File: src/hdl/sjtl_pkg.sv
// Shared types, constants and reset tables for the servo joint tick limiter.
// No dependencies; every other file imports this package.
`timescale 1ns / 1ps

package sjtl_pkg;

  localparam int NUM_JOINTS = 6;
  localparam int TICK_BITS  = 12;
  localparam int JW         = (NUM_JOINTS > 1) ? $clog2(NUM_JOINTS) : 1;

  // Limits packing: min, max, init tick, then the reversed flag
  localparam int LIM_W      = 3 * TICK_BITS + 1;
  localparam int LIMIT_REGS = 6;
  localparam int ANGLE_W    = 28;
  localparam int TPS_W      = 23;
  localparam int CFG_IDX_W  = 3;
  localparam int CFG_DATA_W = (LIM_W > ANGLE_W) ? LIM_W : ANGLE_W;

  localparam logic [CFG_IDX_W-1:0] REG_ANGLE_MAP     = 3'd6;
  localparam logic [CFG_IDX_W-1:0] REG_TICKS_PER_SEC = 3'd7;

  localparam logic [ANGLE_W-1:0] ANGLE_MAP_RESET = 28'd6687002;
  localparam logic [TPS_W-1:0]   TPS_RESET       = 23'd204800;

  // Input and result field widths
  localparam int REQ_W   = 3;
  localparam int JOINT_W = 3;
  localparam int VALUE_W = 17;
  localparam int CHAN_W  = 3;

  typedef logic [REQ_W-1:0]     req_t;
  typedef logic [TICK_BITS-1:0] tick_t;
  typedef logic [LIM_W-1:0]     limits_t;

  localparam req_t REQ_SET_TICK  = 3'd0;
  localparam req_t REQ_SET_PULSE = 3'd1;
  localparam req_t REQ_SET_ANGLE = 3'd2;
  localparam req_t REQ_REL_ANGLE = 3'd3;
  localparam req_t REQ_REL_PULSE = 3'd4;
  localparam req_t REQ_ALL_PULSE = 3'd5;
  localparam req_t REQ_ALL_ANGLE = 3'd6;
  localparam req_t REQ_RESET_ALL = 3'd7;

  // Pulse conversion: (|us| * ticks_per_second + half) / one million
  localparam int PULSE_DIV  = 1000000;
  localparam int PULSE_HALF = 500000;
  localparam int PROD_W     = 40;
  localparam int QUO_W      = 21;

  // Angle conversion: Q10 scale, floor shift
  localparam int ANGLE_FRAC = 10;
  localparam int ANG_P_W    = VALUE_W + 17;
  localparam int TGT_W      = 25;

  typedef logic signed [TGT_W-1:0] tgt_t;

  function automatic limits_t limit_default(input int unsigned j);
    limits_t d;
    case (j)
      1:       d = limits_t'(37'd70785171558);
      2:       d = limits_t'(37'd2065612902);
      3:       d = limits_t'(37'd2401239142);
      4:       d = limits_t'(37'd5152702566);
      5:       d = limits_t'(37'd5152325868);
      default: d = limits_t'(37'd5152702566);
    endcase
    return d;
  endfunction

  function automatic tick_t init_default(input int unsigned j);
    limits_t d;
    d = limit_default(j);
    return d[3*TICK_BITS-1:2*TICK_BITS];
  endfunction

endpackage

File: src/hdl/sjtl_div.sv
// Divider by the constant one million: shift out the factor 64, then multiply
// by the reciprocal of 15625 in two halves on one shared multiplier.
// Depends on sjtl_pkg for PROD_W, QUO_W and PULSE_DIV.
`timescale 1ns / 1ps

module sjtl_div
  import sjtl_pkg::*;
(
  input  logic              clk,
  input  logic              rst_n,
  input  logic              start,
  input  logic [PROD_W-1:0] dividend,
  output logic              done,
  output logic [QUO_W-1:0]  quotient
);

  // 1000000 = 64 * 15625; the reciprocal is exact for every shifted dividend
  localparam int PRE_SH = 6;
  localparam int Y_W    = PROD_W - PRE_SH;
  localparam int REC_K  = Y_W + 14;
  localparam int REC_W  = 35;
  localparam int HALF_W = 18;
  localparam int MP_W   = Y_W + HALF_W;
  localparam int SUM_W  = MP_W + HALF_W;
  localparam logic [REC_W-1:0] RECIP =
    REC_W'(((64'd1 << (REC_K + PRE_SH)) + 64'(PULSE_DIV) - 64'd1) / 64'(PULSE_DIV));

  localparam logic [1:0] PH_IDLE = 2'd0;
  localparam logic [1:0] PH_LO   = 2'd1;
  localparam logic [1:0] PH_HI   = 2'd2;
  localparam logic [1:0] PH_SUM  = 2'd3;

  logic [1:0]        ph_r;
  logic              done_r;
  logic [Y_W-1:0]    y_r;
  logic [MP_W-1:0]   lo_r;
  logic [MP_W-1:0]   hi_r;
  logic [QUO_W-1:0]  q_r;
  logic [HALF_W-1:0] m_half;
  logic [MP_W-1:0]   prod;
  logic [SUM_W-1:0]  sum;

  // Low half of the reciprocal first, then the high half
  assign m_half = (ph_r == PH_LO) ? RECIP[HALF_W-1:0] : HALF_W'(RECIP[REC_W-1:HALF_W]);
  assign prod   = MP_W'(y_r) * MP_W'(m_half);
  assign sum    = {hi_r, HALF_W'(0)} + SUM_W'(lo_r);

  always_ff @(posedge clk) begin
    if (!rst_n) begin
      ph_r   <= PH_IDLE;
      done_r <= 1'b0;
    end else begin
      done_r <= 1'b0;
      case (ph_r)
        PH_IDLE: begin
          if (start) begin
            ph_r <= PH_LO;
          end
        end
        PH_LO:   ph_r <= PH_HI;
        PH_HI:   ph_r <= PH_SUM;
        PH_SUM: begin
          ph_r   <= PH_IDLE;
          done_r <= 1'b1;
        end
        default: ph_r <= PH_IDLE;
      endcase
    end
  end

  always_ff @(posedge clk) begin
    if (start) begin
      y_r <= dividend[PROD_W-1:PRE_SH];
    end
    if (ph_r == PH_LO) begin
      lo_r <= prod;
    end
    if (ph_r == PH_HI) begin
      hi_r <= prod;
    end
    if (ph_r == PH_SUM) begin
      q_r <= sum[REC_K +: QUO_W];
    end
  end

  assign done     = done_r;
  assign quotient = q_r;

endmodule

File: src/hdl/servo_joint_tick_limiter_top.sv
// Top level of the servo joint tick limiter: config registers, joint tick
// memory, command sequencer and result register. Depends on sjtl_pkg, sjtl_div.
`timescale 1ns / 1ps

// Servo joint tick limiter. One request at a time sets or moves the stored
// tick of one joint, or of all joints for the broadcast and reset-all codes;
// every joint written gives one result (channel, PWM off-tick mirrored for
// reversed joints, stored tick, last flag). Joint ticks live in a small
// synchronous memory with a registered read; per-entry valid bits stand in
// for the reset values, so no clearing pass follows reset. Steps per request:
// accept, multiply, prepare, target, then one write step per joint written,
// each of which waits while out_stall holds a result. Requests in pulse units
// add a divide by one million (a reciprocal multiply in two halves) between
// prepare and target, the longest path through the block. A request naming a
// joint beyond the last is dropped in its accept cycle with no result.
// in_stall stays high from accept until the last result has entered the
// output register; that register holds a finished result while the next
// request is taken. Results stall only under out_stall. Configuration writes
// are taken every cycle (cfg_ready is tied high) and must arrive only while
// the block is idle.

module servo_joint_tick_limiter_top
  import sjtl_pkg::*;
(
  input  logic                  clk,
  input  logic                  rst_n,
  // request channel
  input  logic                  in_valid,
  output logic                  in_stall,
  input  logic [REQ_W-1:0]      in_req_type,
  input  logic [JOINT_W-1:0]    in_joint,
  input  logic signed [VALUE_W-1:0] in_value,
  // result channel
  output logic                  out_valid,
  input  logic                  out_stall,
  output logic [CHAN_W-1:0]     out_channel,
  output logic [TICK_BITS-1:0]  out_pwm_off,
  output logic [TICK_BITS-1:0]  out_joint_tick,
  output logic                  out_last,
  // configuration writes
  input  logic                  cfg_valid,
  output logic                  cfg_ready,
  input  logic [CFG_IDX_W-1:0]  cfg_index,
  input  logic [CFG_DATA_W-1:0] cfg_data
);

  localparam logic [2:0] S_IDLE = 3'd0;
  localparam logic [2:0] S_MUL  = 3'd1;
  localparam logic [2:0] S_PREP = 3'd2;
  localparam logic [2:0] S_DIV  = 3'd3;
  localparam logic [2:0] S_TGT  = 3'd4;
  localparam logic [2:0] S_WR   = 3'd5;

  // Configuration registers
  limits_t          limits_r [NUM_JOINTS];
  logic [ANGLE_W-1:0] angle_map_r;
  logic [TPS_W-1:0] tps_r;

  // Joint tick memory and its valid bits
  tick_t            tick_mem [NUM_JOINTS];
  logic [NUM_JOINTS-1:0] tick_vld_r;
  tick_t            rd_data_r;
  logic             rd_vld_r;

  // Sequencer state
  logic [2:0]       state_r, state_nxt;
  req_t             req_r;
  logic [JW-1:0]    jsel_r;
  logic [JW-1:0]    jcnt_r;
  logic             bcast_r;
  logic signed [VALUE_W-1:0] value_r;
  tick_t            base_r;
  logic signed [ANG_P_W-1:0] ang_p_r;
  logic [PROD_W-1:0] pulse_p_r;
  tgt_t             target_r;

  // Result register
  logic             out_valid_r;
  logic [CHAN_W-1:0] out_channel_r;
  tick_t            out_pwm_off_r;
  tick_t            out_joint_tick_r;
  logic             out_last_r;

  logic             in_fire;
  logic             in_keep;
  logic             pulse_req;
  logic             div_start;
  logic             div_done;
  logic [QUO_W-1:0] div_q;
  logic [VALUE_W-1:0] mag;
  tgt_t             ang_d;
  tgt_t             qpos;
  tgt_t             sq;
  tgt_t             tgt_calc;
  logic [JW-1:0]    cur;
  limits_t          lim;
  tick_t            mn, mx, ini;
  logic             rev;
  tgt_t             tw;
  tick_t            tick_new;
  tick_t            off_new;
  logic             out_free;
  logic             wr_fire;
  logic             wr_last;

  assign cfg_ready = 1'b1;
  assign in_stall  = (state_r != S_IDLE);
  assign in_fire   = in_valid && !in_stall;
  // Drop single-joint requests that name a joint beyond the last
  assign in_keep   = (in_req_type >= REQ_ALL_PULSE) || (int'(in_joint) < NUM_JOINTS);

  assign pulse_req = (req_r == REQ_SET_PULSE) || (req_r == REQ_REL_PULSE) ||
                     (req_r == REQ_ALL_PULSE);

  // ---------------------------------------------------------------------------
  // Configuration registers
  // ---------------------------------------------------------------------------
  always_ff @(posedge clk) begin
    if (!rst_n) begin
      for (int j = 0; j < NUM_JOINTS; j++) begin
        limits_r[j] <= limit_default(j);
      end
      angle_map_r <= ANGLE_MAP_RESET;
      tps_r       <= TPS_RESET;
    end else if (cfg_valid && cfg_ready) begin
      for (int j = 0; j < NUM_JOINTS; j++) begin
        if (j < LIMIT_REGS && int'(cfg_index) == j) begin
          limits_r[j] <= cfg_data[LIM_W-1:0];
        end
      end
      if (cfg_index == REG_ANGLE_MAP) begin
        angle_map_r <= cfg_data[ANGLE_W-1:0];
      end
      if (cfg_index == REG_TICKS_PER_SEC) begin
        tps_r <= cfg_data[TPS_W-1:0];
      end
    end
  end

  // ---------------------------------------------------------------------------
  // Sequencer
  // ---------------------------------------------------------------------------
  always_comb begin
    state_nxt = state_r;
    div_start = 1'b0;
    case (state_r)
      S_IDLE: begin
        if (in_fire && in_keep) begin
          state_nxt = S_MUL;
        end
      end
      S_MUL:  state_nxt = S_PREP;
      S_PREP: begin
        if (pulse_req) begin
          div_start = 1'b1;
          state_nxt = S_DIV;
        end else begin
          state_nxt = S_TGT;
        end
      end
      S_DIV: begin
        if (div_done) begin
          state_nxt = S_TGT;
        end
      end
      S_TGT:  state_nxt = S_WR;
      S_WR: begin
        if (wr_fire && wr_last) begin
          state_nxt = S_IDLE;
        end
      end
      default: state_nxt = S_IDLE;
    endcase
  end

  always_ff @(posedge clk) begin
    if (!rst_n) begin
      state_r <= S_IDLE;
    end else begin
      state_r <= state_nxt;
    end
  end

  // Capture the request and read the addressed joint's stored tick
  always_ff @(posedge clk) begin
    if (in_fire) begin
      req_r   <= in_req_type;
      jsel_r  <= JW'(in_joint);
      value_r <= in_value;
      bcast_r <= (in_req_type >= REQ_ALL_PULSE);
      jcnt_r  <= '0;
      if (in_keep && in_req_type < REQ_ALL_PULSE) begin
        rd_data_r <= tick_mem[JW'(in_joint)];
        rd_vld_r  <= tick_vld_r[JW'(in_joint)];
      end
    end else if (wr_fire && !wr_last) begin
      jcnt_r <= jcnt_r + 1'b1;
    end
  end

  // Multiply cycle: angle and pulse products, base tick with reset fallback
  assign mag = value_r[VALUE_W-1] ? VALUE_W'(-value_r) : VALUE_W'(value_r);

  always_ff @(posedge clk) begin
    if (state_r == S_MUL) begin
      ang_p_r   <= value_r * $signed({1'b0, angle_map_r[15:0]});
      pulse_p_r <= PROD_W'(mag) * PROD_W'(tps_r);
      base_r    <= rd_vld_r ? rd_data_r : init_default(int'(jsel_r));
    end
  end

  sjtl_div u_div (
    .clk      (clk),
    .rst_n    (rst_n),
    .start    (div_start),
    .dividend (pulse_p_r + PROD_W'(PULSE_HALF)),
    .done     (div_done),
    .quotient (div_q)
  );

  // Target cycle: floor shift for angles, signed rounding for pulses
  assign ang_d = tgt_t'($signed(ang_p_r[ANG_P_W-1:ANGLE_FRAC]));
  assign qpos  = tgt_t'(div_q);
  assign sq    = value_r[VALUE_W-1] ? -qpos : qpos;

  always_comb begin
    case (req_r)
      REQ_SET_TICK:  tgt_calc = tgt_t'(value_r);
      REQ_SET_PULSE,
      REQ_ALL_PULSE: tgt_calc = sq;
      REQ_SET_ANGLE,
      REQ_ALL_ANGLE: tgt_calc = ang_d + tgt_t'(angle_map_r[27:16]);
      REQ_REL_ANGLE: tgt_calc = tgt_t'(base_r) + ang_d;
      REQ_REL_PULSE: tgt_calc = tgt_t'(base_r) + sq;
      default:       tgt_calc = '0;
    endcase
  end

  always_ff @(posedge clk) begin
    if (state_r == S_TGT) begin
      target_r <= tgt_calc;
    end
  end

  // Write cycle: clamp (min test first), mirror for reversed joints
  assign cur = bcast_r ? jcnt_r : jsel_r;
  assign lim = limits_r[cur];
  assign mn  = lim[TICK_BITS-1:0];
  assign mx  = lim[2*TICK_BITS-1:TICK_BITS];
  assign ini = lim[3*TICK_BITS-1:2*TICK_BITS];
  assign rev = lim[3*TICK_BITS];
  assign tw  = (req_r == REQ_RESET_ALL) ? tgt_t'(ini) : target_r;

  always_comb begin
    if (tw < tgt_t'(mn)) begin
      tick_new = mn;
    end else if (tw > tgt_t'(mx)) begin
      tick_new = mx;
    end else begin
      tick_new = tw[TICK_BITS-1:0];
    end
    off_new = rev ? tick_t'(mn + mx - tick_new) : tick_new;
  end

  assign out_free = !out_valid_r || !out_stall;
  assign wr_fire  = (state_r == S_WR) && out_free;
  assign wr_last  = !bcast_r || (jcnt_r == JW'(NUM_JOINTS - 1));

  always_ff @(posedge clk) begin
    if (wr_fire) begin
      tick_mem[cur] <= tick_new;
    end
  end

  always_ff @(posedge clk) begin
    if (!rst_n) begin
      tick_vld_r <= '0;
    end else if (wr_fire) begin
      tick_vld_r[cur] <= 1'b1;
    end
  end

  // ---------------------------------------------------------------------------
  // Result register: hold under stall, load on each joint write
  // ---------------------------------------------------------------------------
  always_ff @(posedge clk) begin
    if (!rst_n) begin
      out_valid_r <= 1'b0;
    end else if (wr_fire) begin
      out_valid_r <= 1'b1;
    end else if (!out_stall) begin
      out_valid_r <= 1'b0;
    end
  end

  always_ff @(posedge clk) begin
    if (wr_fire) begin
      out_channel_r    <= CHAN_W'(cur);
      out_pwm_off_r    <= off_new;
      out_joint_tick_r <= tick_new;
      out_last_r       <= wr_last;
    end
  end

  assign out_valid      = out_valid_r;
  assign out_channel    = out_channel_r;
  assign out_pwm_off    = out_pwm_off_r;
  assign out_joint_tick = out_joint_tick_r;
  assign out_last       = out_last_r;

endmodule

File: config.mk
export PLATFORM = sky130hd
export DESIGN_NAME = servo_joint_tick_limiter_top
export DESIGN_NICKNAME = d
export VERILOG_FILES = /design/src/hdl/sjtl_pkg.sv /design/src/hdl/sjtl_div.sv /design/src/hdl/servo_joint_tick_limiter_top.sv
export SDC_FILE = /design/constraint.sdc
export NUM_CORES = 2
export LEC_CHECK = 0
export BUFFER_PORTS_ARGS = -buffer_cell sky130_fd_sc_hd__buf_2
export CAP_MARGIN = 20
export CORE_MARGIN = 1
export CORE_UTILIZATION = 40
export DETAILED_ROUTE_END_ITERATION = 6
export PLACE_DENSITY_LB_ADDON = 0.15
export SYNTH_ARGS = -nofsm -noshare
export SYNTH_HDL_FRONTEND = slang
export SYNTH_SLANG_ARGS = --single-unit
export TNS_END_PERCENT = 20
File: constraint.sdc
create_clock -name clk -period 15 [get_ports clk]
set_input_delay 2.25 -clock clk [delete_from_list [all_inputs] [get_ports clk]]
set_output_delay 2.25 -clock clk [all_outputs]
set_load 0.02 [all_outputs]
==> metrics.txt <==
global-route wire length before repair=293 mm; type of the setup path with the least slack=register to register; detailed-routing iteration count for the pre-antenna-repair pass=6; ratio of cells with drive above 1 in the final layout=6.73%; post-route cell area=73,100 sq um; Iteration-0 DRC Markers=2,960; commonest cells after routing, fill and taps aside=1,253 x sky130_fd_sc_hd__inv_1, 912 x sky130_fd_sc_hd__fa_1, 809 x sky130_fd_sc_hd__nand2_1, 594 x sky130_fd_sc_hd__edfxtp_1, 542 x sky130_fd_sc_hd__ha_1; number of buffers added by the clock tree synthesis step=79; Syn-to-layout area delta=9.15%; TritonCTS clock tree=built; clock network latency to the later pin of the worst-skew pair=0.71 ns; placeable core region=166,000 sq um; library cell with the largest summed area after synthesis=sky130_fd_sc_hd__fa_1; largest fanout of any net on the critical path=44; number of clock sinks=661; overall track demand over capacity in global routing=23.0%; number of synthesized register bits=661; Yosys warning count=0; post-synthesis cell count=6,513; biggest area contributors in the synthesized netlist=sky130_fd_sc_hd__fa_1 27%, sky130_fd_sc_hd__edfxtp_1 27%, sky130_fd_sc_hd__ha_1 10%; Reg clk slew, reported paths=0.06 ns; flop2flop setup slack=5.69 ns; Hold-fix buffers, CTS=0; antenna violations before repair=18; number of global-route vias before repair=47,800; remaining max-slew budget at the tightest pin=20.9%; Max Clock Skew=0.0531 ns; proportion of synthesized chip area in sequential cells=28.6%; Critical Path AT=9.76 ns; buffer count from post-CTS setup fixing=0; routed via count=45,500; Post-layout nets=8,063; most frequent standard cell in the layout excluding fill and tap cells=sky130_fd_sc_hd__inv_1; count of instances resized after the clock tree is built=0; Yosys top cell area share=27.2%; Unique masters post-synth=90; f_max=0.107 GHz; final total negative setup slack=0 ns; GR Overflow Total=0; slowest stage delay, CP=0.74 ns; number of port buffers=97; critical path required time=15.44 ns; Tmin final=9.31 ns; count of antenna diodes in the layout=0; worst min path class=register to register; count of final setup violators=0; antenna violation net count after detailed routing=0; Avg Vias per Cell=5.18; Placement Rows=149; final count of hold timing violations=0; average detailed-routed wire length per instance=21.7 um; number of violations of the max-capacitance limit=0; final weighted congestion of routability-driven global placement=0.901; ports placed on the boundary=99; placed wire-length estimate after detailed placement=146 mm; # H-tree levels=3; Worst Setup Start Kind=register; routed wire length=191 mm; die extent in y=411 um; share of synthesized registers carrying an async set or reset=0%; Setup crit end kind=register; synthesized netlist net count=8,037; number of synthesized flops with an enable pin=594; placed instance area=70,300 sq um; share of the clock period used by the worst path=62.1%; area of the mapped netlist=67,000 sq um; status=completed; dominant cell type by count on the critical path=sky130_fd_sc_hd__nor2_1; slowest library cell on the worst path=sky130_fd_sc_hd__mux2i_1; maximum count of clock buffers along a single path=3; dominant synthesized flop cell=sky130_fd_sc_hd__edfxtp_1; cell at the root of the clock tree=sky130_fd_sc_hd__clkbuf_16; largest net degree at the start of global routing=65; mean post-synth cell area=10.3 sq um; post-detailed-route DRC marker count=0; Die Area=169,000 sq um; slew at the pin closest to its max-slew limit=1.18 ns; die width=411 um; Slew Viols, Final=0; Initial Utilization=40.5%; unrepaired setup endpoints after global routing=no
[stage by stage]
stage | setup slack, ns | util [%] | cells | hold WS [ns]
2_1_floorplan | 7.01 | - | 6513 | 0.435
3_3_place_gp | 5.91 | 42.5 | 8643 | 0.448
3_5_place_dp | 5.79 | 42.5 | 8644 | 0.454
4_1_cts | 5.75 | 44.2 | 8788 | 0.469
5_1_grt | 4.97 | 44.2 | 8791 | 0.484
6_report | 5.69 | 44.2 | 8791 | 0.466
[area by class of cell]
cell class | count | area [sq um]
repair buffers | 206 | 1330
fillers | 15800 | 92400
clock inverters | 46 | 674
flip-flops and latches | 661 | 19200
inverters | 1255 | 4710
multi-input cells | 4336 | 42400
clock buffers | 98 | 2090
well taps | 2189 | 2740
[per-layer routing]
layer | share of wire [%] | vias up | GRT usage (%)
met2 | 47 | 1176 | 37.9
met4 | 2.3 | 2 | 5.86
met3 | 5.1 | 194 | 2.36
li1 | - | 20900 | -
met5 | 0.0068 | - | 0
met1 | 45 | 23300 | 32.3
[worst paths after layout]
check,from,endpoint,cells after the start
max,bcast_r$_DFFE_PP_,out_pwm_off[11]$_DFFE_PP_,29
min,tick_vld_r[1]$_SDFFE_PN0P_,tick_vld_r[1]$_SDFFE_PN0P_,1
max reg2reg,bcast_r$_DFFE_PP_,out_pwm_off[11]$_DFFE_PP_,29
min reg2reg,tick_vld_r[1]$_SDFFE_PN0P_,tick_vld_r[1]$_SDFFE_PN0P_,1
[cell usage after synthesis (13+ instances only)]
master                     count
sky130_fd_sc_hd__nand4_1      28
sky130_fd_sc_hd__dfxtp_1      67
sky130_fd_sc_hd__o211ai_1     13
sky130_fd_sc_hd__nor2b_1      59
sky130_fd_sc_hd__nor3_1       38
sky130_fd_sc_hd__nand3_1      68
sky130_fd_sc_hd__nand2_1     809
sky130_fd_sc_hd__ha_1        544
sky130_fd_sc_hd__o21ai_0     139
sky130_fd_sc_hd__or3_1        60
sky130_fd_sc_hd__mux4_2       40
sky130_fd_sc_hd__o31ai_1      24
sky130_fd_sc_hd__buf_1        28
sky130_fd_sc_hd__a21boi_0     45
sky130_fd_sc_hd__clkbuf_1    223
sky130_fd_sc_hd__o21bai_1     16
sky130_fd_sc_hd__nand2b_1     56
sky130_fd_sc_hd__xor2_1       82
sky130_fd_sc_hd__nor2_1      202
sky130_fd_sc_hd__edfxtp_1    594
sky130_fd_sc_hd__a21o_1       64
sky130_fd_sc_hd__and2_1      434
sky130_fd_sc_hd__and3_1       31
sky130_fd_sc_hd__a211oi_1     18
sky130_fd_sc_hd__xnor2_1     153
sky130_fd_sc_hd__a31oi_1      33
sky130_fd_sc_hd__a21oi_1     206
sky130_fd_sc_hd__inv_1      1253
sky130_fd_sc_hd__mux2i_1      45
sky130_fd_sc_hd__o21a_1       41
sky130_fd_sc_hd__fa_1        912
[registers in the layout, summed over array words and instances (netlist names), 6 cells and up]
name            flops
target_r           25
u_div.hi_r         51
rd_data_r          12
out_joint_tick     12
u_div.quotient     21
tick_vld_r          6
angle_map_r        28
value_r            17
tps_r              23
u_div.lo_r         33
base_r             12
out_pwm_off        12
tick_mem           72
pulse_p_r          35
limits_r          222
ang_p_r            24
u_div.y_r          34
[kinds of logic (layout without fill, tap and decap cells)]
| family | after synthesis | count (layout) | synth area share [%] |
|---|---|---|---|
| and+or+nand+nor | 1845 | 1845 | 13.4 |
| adders and majority gates | 1456 | 1456 | 37.4 |
| other | 1 | 1 | 0.00560 |
| AOI/OAI and AO/OA | 706 | 706 | 6.82 |
| DFF | 661 | 661 | 28.6 |
| buffers and inverters | 1516 | 1605 | 8.55 |
| muxes | 93 | 93 | 2.15 |
| xor gates and xnor gates | 235 | 235 | 3.07 |
[worst max-delay path: cells and delay by family, from the launching register on]
| kind | cells | cell delay [ns] |
|---|---|---|
| AOI/OAI and AO/OA | 11 | 2.07 |
| buffers and inverters | 5 | 2.05 |
| muxes | 3 | 1.44 |
| and+or+nand+nor | 6 | 1.43 |
| adders and majority gates | 3 | 1.19 |
| DFF | 1 | 0.59 |
| xor gates and xnor gates | 1 | 0.22 |
Power is not shown: default switching activity piles up to over one toggle a cycle in this logic, so the estimate is an artifact.
